**config.mk**
```make
export PLATFORM = sky130hd
export DESIGN_NAME = ffha_alu
export DESIGN_NICKNAME = d
export VERILOG_FILES = /design/src/design/first_fit_heap_allocator_assert.svh /design/src/design/ffha_pkg.sv /design/src/design/ffha_alu.sv
export SDC_FILE = /design/constraint.sdc
export NUM_CORES = 1
export LEC_CHECK = 0
export BUFFER_PORTS_ARGS = -buffer_cell sky130_fd_sc_hd__buf_2
export CAP_MARGIN = 15
export CORE_MARGIN = 1
export CORE_UTILIZATION = 47
export DETAILED_ROUTE_END_ITERATION = 8
export PLACE_DENSITY = 0.79
export SLEW_MARGIN = 15
export SYNTH_ARGS = -nofsm -noshare
export SYNTH_HDL_FRONTEND = slang
export SYNTH_SLANG_ARGS = --single-unit
```
**constraint.sdc**
```tcl
create_clock -name vclk -period 2.4
set_input_delay 0.12 -clock vclk [all_inputs]
set_output_delay 0.12 -clock vclk [all_outputs]
set_load 0.02 [all_outputs]
```
**src/design/first_fit_heap_allocator_assert.svh**
```systemverilog
// Assertion macros for the first-fit heap allocator.
`ifndef FIRST_FIT_HEAP_ALLOCATOR_ASSERT_SVH
`define FIRST_FIT_HEAP_ALLOCATOR_ASSERT_SVH
`ifndef ASSERT_OFF
`define FFHA_ASSERT_IMP(lbl, clk, rst_n, prop, msg) \
	lbl: assert property (@(posedge clk) disable iff (!rst_n) prop) else $error(msg);
`define FFHA_ASSERT_NEVER(lbl, clk, rst_n, expr, msg) \
	lbl: assert property (@(posedge clk) disable iff (!rst_n) !(expr)) else $error(msg);
`else
`define FFHA_ASSERT_IMP(lbl, clk, rst_n, prop, msg)
`define FFHA_ASSERT_NEVER(lbl, clk, rst_n, expr, msg)
`endif
`endif

```
**src/design/ffha_pkg.sv**
```systemverilog
// Shared types, constants and helpers of the first-fit heap allocator.
package ffha_pkg;

	localparam int HEAP_BYTES_DEF = 4096;
	localparam int OW = 17;
	localparam logic [10:0] MIN_BLOCK_RESET = 11'd18;

	localparam logic CMD_ALLOC = 1'b0;
	localparam logic CMD_FREE = 1'b1;

	localparam logic [1:0] STATUS_OK = 2'd0;
	localparam logic [1:0] STATUS_ZERO = 2'd1;
	localparam logic [1:0] STATUS_FULL = 2'd2;

	typedef struct packed {
		logic cmd;
		logic [14:0] request_size;
		logic [14:0] block_address;
	} req_t;

	typedef struct packed {
		logic [1:0] status;
		logic [14:0] data_address;
	} rsp_t;

	typedef struct packed {
		logic [OW-1:0] a;
		logic [OW-1:0] b;
		logic [1:0] c;
	} alu_op_t;

	typedef struct packed {
		logic [OW-1:0] sum;
		logic carry;
	} alu_res_t;

	function automatic logic [OW-1:0] zext15(input logic [14:0] v);
		return {{(OW-15){1'b0}}, v};
	endfunction

endpackage

```
**src/design/ffha_alu.sv**
```systemverilog
// Shared adder and comparator: a + b + c, carry out gives a >= b on subtract.
module ffha_alu (
	input ffha_pkg::alu_op_t op,
	output ffha_pkg::alu_res_t res
);

	logic [ffha_pkg::OW:0] total;

	assign total = {1'b0, op.a} + {1'b0, op.b} + {{(ffha_pkg::OW-1){1'b0}}, op.c};
	assign res.sum = total[ffha_pkg::OW-1:0];
	assign res.carry = total[ffha_pkg::OW];

endmodule

```
==> results of run 1 <==
==> worst min-delay path: stages <==
cell and delay (ns):
buf_2 0.09, inv_1 0.05, fa_1 0.15, inv_1 0.04, buf_2 0.15
==> worst min path at each step <==
stage / from / endpoint / slack, ns / cells after the start
3_5_place_dp: op[19] / res[1] / 0.72 / 5
2_1_floorplan: op[19] / res[1] / 0.52 / 3
3_3_place_gp: op[19] / res[1] / 0.72 / 5
4_1_cts: op[19] / res[1] / 0.73 / 5
5_1_grt: op[2] / res[1] / 0.78 / 5
6_report: op[19] / res[1] / 0.72 / 5
==> layer usage <==
metal | vias to the layer above | wire [um]
met3 | 2 | 93
met2 | 44 | 1579
met1 | 553 | 1297
met5 | - | 0
li1 | 619 | -
met4 | 0 | 16
==> per-stage QoR <==
| stage | util (%) | instances | power (mW) | area (um^2) | worst slack [ns] |
|---|---|---|---|---|---|
| final | 75.80 | 219 | 0.6507 | 1533 | -0.1081 |
| after detailed placement | 69.49 | 216 | 0.5804 | 1405 | -0.3036 |
| after CTS | 72.52 | 218 | 0.6089 | 1466 | -0.1215 |
| after global placement | 69.49 | 216 | 0.5636 | 1405 | -0.2081 |
| after floorplan | - | 130 | 0.4006 | 1056 | 0.008549 |
| after global routing | 75.80 | 219 | 0.7056 | 1533 | -0.1584 |
==> cell usage in the layout (no fill, tap or decap), types with 3 or more instances in the layout <==
cell type,n
buf_2,48
ha_1,30
buf_4,12
inv_1,9
nand2_1,9
a21oi_1,8
nand3_1,6
nor2_1,5
xnor2_1,5
a21oi_2,4
a21o_1,4
xor2_1,4
buf_6,4
o211ai_1,3
nand4_1,3
o21ai_0,3
==> kinds of logic after synthesis <==
| family | synth area share, % |
|---|---|
| AOI/OAI and AO/OA | 29.95 |
| adders and majority gates | 42.72 |
| and+or+nand+nor | 12.89 |
| buffers and inverters | 4.296 |
| xor gates and xnor gates | 9.188 |
| muxes | 0.9547 |
==> cell type report <==
type                       count  area share (%)
multi-input combinational    118           70.86
timing repair buffer          64           24.49
inverter                      10           2.449
tap                           27           2.204
==> timing repair <==
item | 4_1_cts | 5_1_grt
resized for setup | 12 | 11
setup endpoints to repair | 6 | 7
hold buffers | 0 | 0
buffers inserted | 2 | 1
pin swaps | 9 | 9
==> power breakdown <==
part,leakage (nW),internal [mW],switching [mW]
combinational,0.833,0.278,0.373
sequential,0,0,0
clock,0,0,0
==> flow_summary.ini, run 1 <==
[outcome]
status = finished with violations
violations = negative setup slack

[setup_path]
path_buf_inv = 3
worstPathRequired_ns = 2.28
path_depth = 11
crit_path_end = res[0]
path_class = in -> out
path_cells = buf_6 -> fa_1 -> ha_4 -> fa_2 -> a211oi_4 -> o211ai_2 -> buf_4 -> nand2_4 -> or4_4 -> nand3_2 -> buf_6
cpMaxStageDelayCell = fa_1
cp_top_family = adder cells
cpMostUsedCell = buf_6
crit_arrival_ns = 2.39
worst-path-max-fanout = 3
cpPeakStageDelay_ns = 0.59
end_kind = primary output
critPathLaunchType = input pin
setup.worst_path.start = op[1]

[sta]
finalWorstSetupSlack_ns = -0.1081
fmax_ghz = 0.3987
timing.final.crit_share_pct = 104.5
timing.final.crit_period_ns = 2.508
worst_slew_pin_slew_ns = 0.3550
holdWs_ns = 0.7215
slew_headroom_pct = 76.33
setup_tns_ns = -0.3709
finalHoldViolCount = 0
setup_violations = 4
rsz0062_at_grt = yes
drv_slew = 0

[grt]
use_met3_pct = 0.6231
use_met1_pct = 28.65
grt_pass1_wl_um = 4774
grt_max_degree = 10
top_usage_layer = met2
grt_usage_pct = 24.00
grt_overflow_total = 0
grtUsageMet2_pct = 47.72
antenna_found_initial = 0
grt_pass1_vias = 1122

[synthesis]
yosysMostFrequentCell = ha_1
synth-seq-area-share_pct = 0
syn_inst = 130
synth.top_cell.area_share_pct = 36.99
synthTopCellsByArea = ha_1, fa_1, xnor2_1, a21oi_1, xor2_1
synth_cell_types = 35
netlist.top_cell.by_area = ha_1
yosys-top-cells-count = ha_1, a21oi_1, nand2_1, inv_1, nand3_1
synth_area_per_cell_um2 = 8.065
yosysWarnings = 0
syn-cell-area_mm2 = 0.001049
syn_nets = 200

[routing]
antenna_left = 0
drt_iter0_drc = 32
vias = 1218
drt_wl_total_um = 2986
drtPass1Iterations = 4
wl_per_cell_um = 13.63
viasPerCell = 5.562
drc_errors = 0

[place]
portBuffers = 54
gp_routability_congestion = 0.8700
dpl.hpwl_um = 2407

[die]
die_y_um = 49.23
dieArea_mm2 = 0.002424
initial_core_util_pct = 51.86
die_x_um = 49.23
num_io_pins = 54
num_rows = 16
core_mm2 = 0.002022

[cells_and_area]
diodes = 0
nNetsFinal = 264
multi_input_area_mm2 = 0.001086
area_growth_pct = 46.18
ff_latch_area_um2 = 0
nClkBuffers = 0
drive_above_1_share_pct = 43.75
design.seq.count = 0
nFillCells = 150

[min_path]
hold_class = in -> out

[power_and_ir_drop]
peakVddDrop_v = 0.0003162
p_per_area_mw_per_mm2 = 424.5
leakagePower_nw = 0.8325

[job]
cap_violations = 0
Note: power is estimated with default switching activity, not from simulation.
==> inputs of run 2 (changes only) <==
- RECOVER_POWER: unset -> 50
==> run 2 against run 1 <==
  * The run still ends with negative setup slack left
  * Utilization is 0.31 points lower
  * Global-route usage stayed put
  * Routed wire length fell by 0.20%
  * Critical path type unchanged
  * Total power down 0.83%
==> flow_summary.ini, run 2 (same netlist as run 1, synthesis figures left out) <==
[cells_and_area]
drive_above_1_share_pct = 41.15
nClkBuffers = 0
multi_input_area_mm2 = 0.001086
ff_latch_area_um2 = 0
layout_common_cells = buf_2, ha_1, buf_4, inv_1, nand2_1
final_util_pct = 75.50
final_common_cell = buf_2
area_growth_pct = 45.58
nNetsFinal = 264
diodes = 0
layout.cells.non_filler = 219
nFillCells = 150
design.seq.count = 0
post-route-cell-area_mm2 = 0.001526

[power_and_ir_drop]
p_total_mw = 0.6453
p_clk_share_pct = 0
combPwrFrac_pct = 100.0
switching_share_pct = 57.87
sequentialPowerShare_pct = 0
peakVddDrop_v = 0.0003034
p_int_mw = 0.2719
p_per_area_mw_per_mm2 = 422.7
power.switching_mw = 0.3734
leakagePower_nw = 0.8187

[setup_path]
cp_top_family = adder cells
path_cells = buf_6 -> fa_1 -> ha_4 -> fa_2 -> a211oi_4 -> o211ai_2 -> buf_4 -> nand2_4 -> or4_4 -> nand3_2 -> buf_6
setup.worst_path.start = op[1]
path_buf_inv = 3
cpMostUsedCell = buf_6
worst-path-max-fanout = 3
cpPeakStageDelay_ns = 0.59
end_kind = primary output
critPathLaunchType = input pin
path_class = in -> out
worstPathRequired_ns = 2.28
cpMaxStageDelayCell = fa_1
crit_arrival_ns = 2.39

[grt]
grt_pass1_vias = 1122
antenna_found_initial = 0
grt_usage_pct = 24.00
grt_pass1_wl_um = 4774
grt_overflow_total = 0
grt_max_degree = 10

[routing]
vias = 1220
drt_wl_total_um = 2980
drc_errors = 0
wl_per_cell_um = 13.61
drt_iter0_drc = 31
drtPass1Iterations = 4
antenna_left = 0
viasPerCell = 5.571

[die]
num_io_pins = 54
die_y_um = 49.23
core_mm2 = 0.002022
initial_core_util_pct = 51.86
die_x_um = 49.23
num_rows = 16
dieArea_mm2 = 0.002424

[sta]
holdWs_ns = 0.7320
timing.final.crit_share_pct = 104.5
timing.final.crit_period_ns = 2.508
drv_slew = 0
setup_tns_ns = -0.3709
slew_headroom_pct = 76.33
finalHoldViolCount = 0
rsz0062_at_grt = yes
worst_slew_pin_slew_ns = 0.3550
fmax_ghz = 0.3987
setup_violations = 4
finalWorstSetupSlack_ns = -0.1081

[min_path]
hold_class = in -> out
worstHoldStart = op[19]

[place]
placed_cells = 216
dpl.hpwl_um = 2407
pre_cts_slack_ns = -0.3036
gp_routability_congestion = 0.8700
portBuffers = 54
placedInstanceArea_mm2 = 0.001405

[job]
cap_violations = 0

[outcome]
violations = negative setup slack
status = finished with violations

[clock_network]
hold_buffers = 0
run 2: power groups by stage:
| stage | Clock, mW | Sequential, mW | Combinational, mW |
|---|---|---|---|
| finish | 0 | 0 | 0.645 |
| CTS | 0 | 0 | 0.609 |
| global route | 0 | 0 | 0.700 |
| global placement | 0 | 0 | 0.564 |
| floorplan | 0 | 0 | 0.401 |
| detailed placement | 0 | 0 | 0.580 |
run 2: area by class of cell:
| type | count | area share, % |
|---|---|---|
| Timing Repair Buffer | 64 | 24.18 |
| Multi-Input combinational cell | 118 | 71.15 |
| Inverter | 10 | 2.459 |
| Tap cell | 27 | 2.213 |
run 2: path summary, 6_finish.rpt:
kind | endpoint | slack, ns | depth (start not counted)
worst max-delay path | res[0] | -0.11 | 11
worst min-delay path | res[1] | 0.73 | 5
run 2: metal layers:
layer  up-vias  global-route usage, %  part of all wire [%]
met4         0                  2.451                  0.54
met2        44                  47.72                    53
met1       555                  28.65                    43
li1        619                      -                     -
met5         -                      0                     0
met3         2                 0.6231                   3.0
run 2: what timing repair did:
action | CTS | global route
endpoints found under the setup margin | 6 | 7
pin swaps | 9 | 9
hold endpoints to repair | 0 | 0
buffers inserted | 2 | 1
resized for setup | 12 | 11
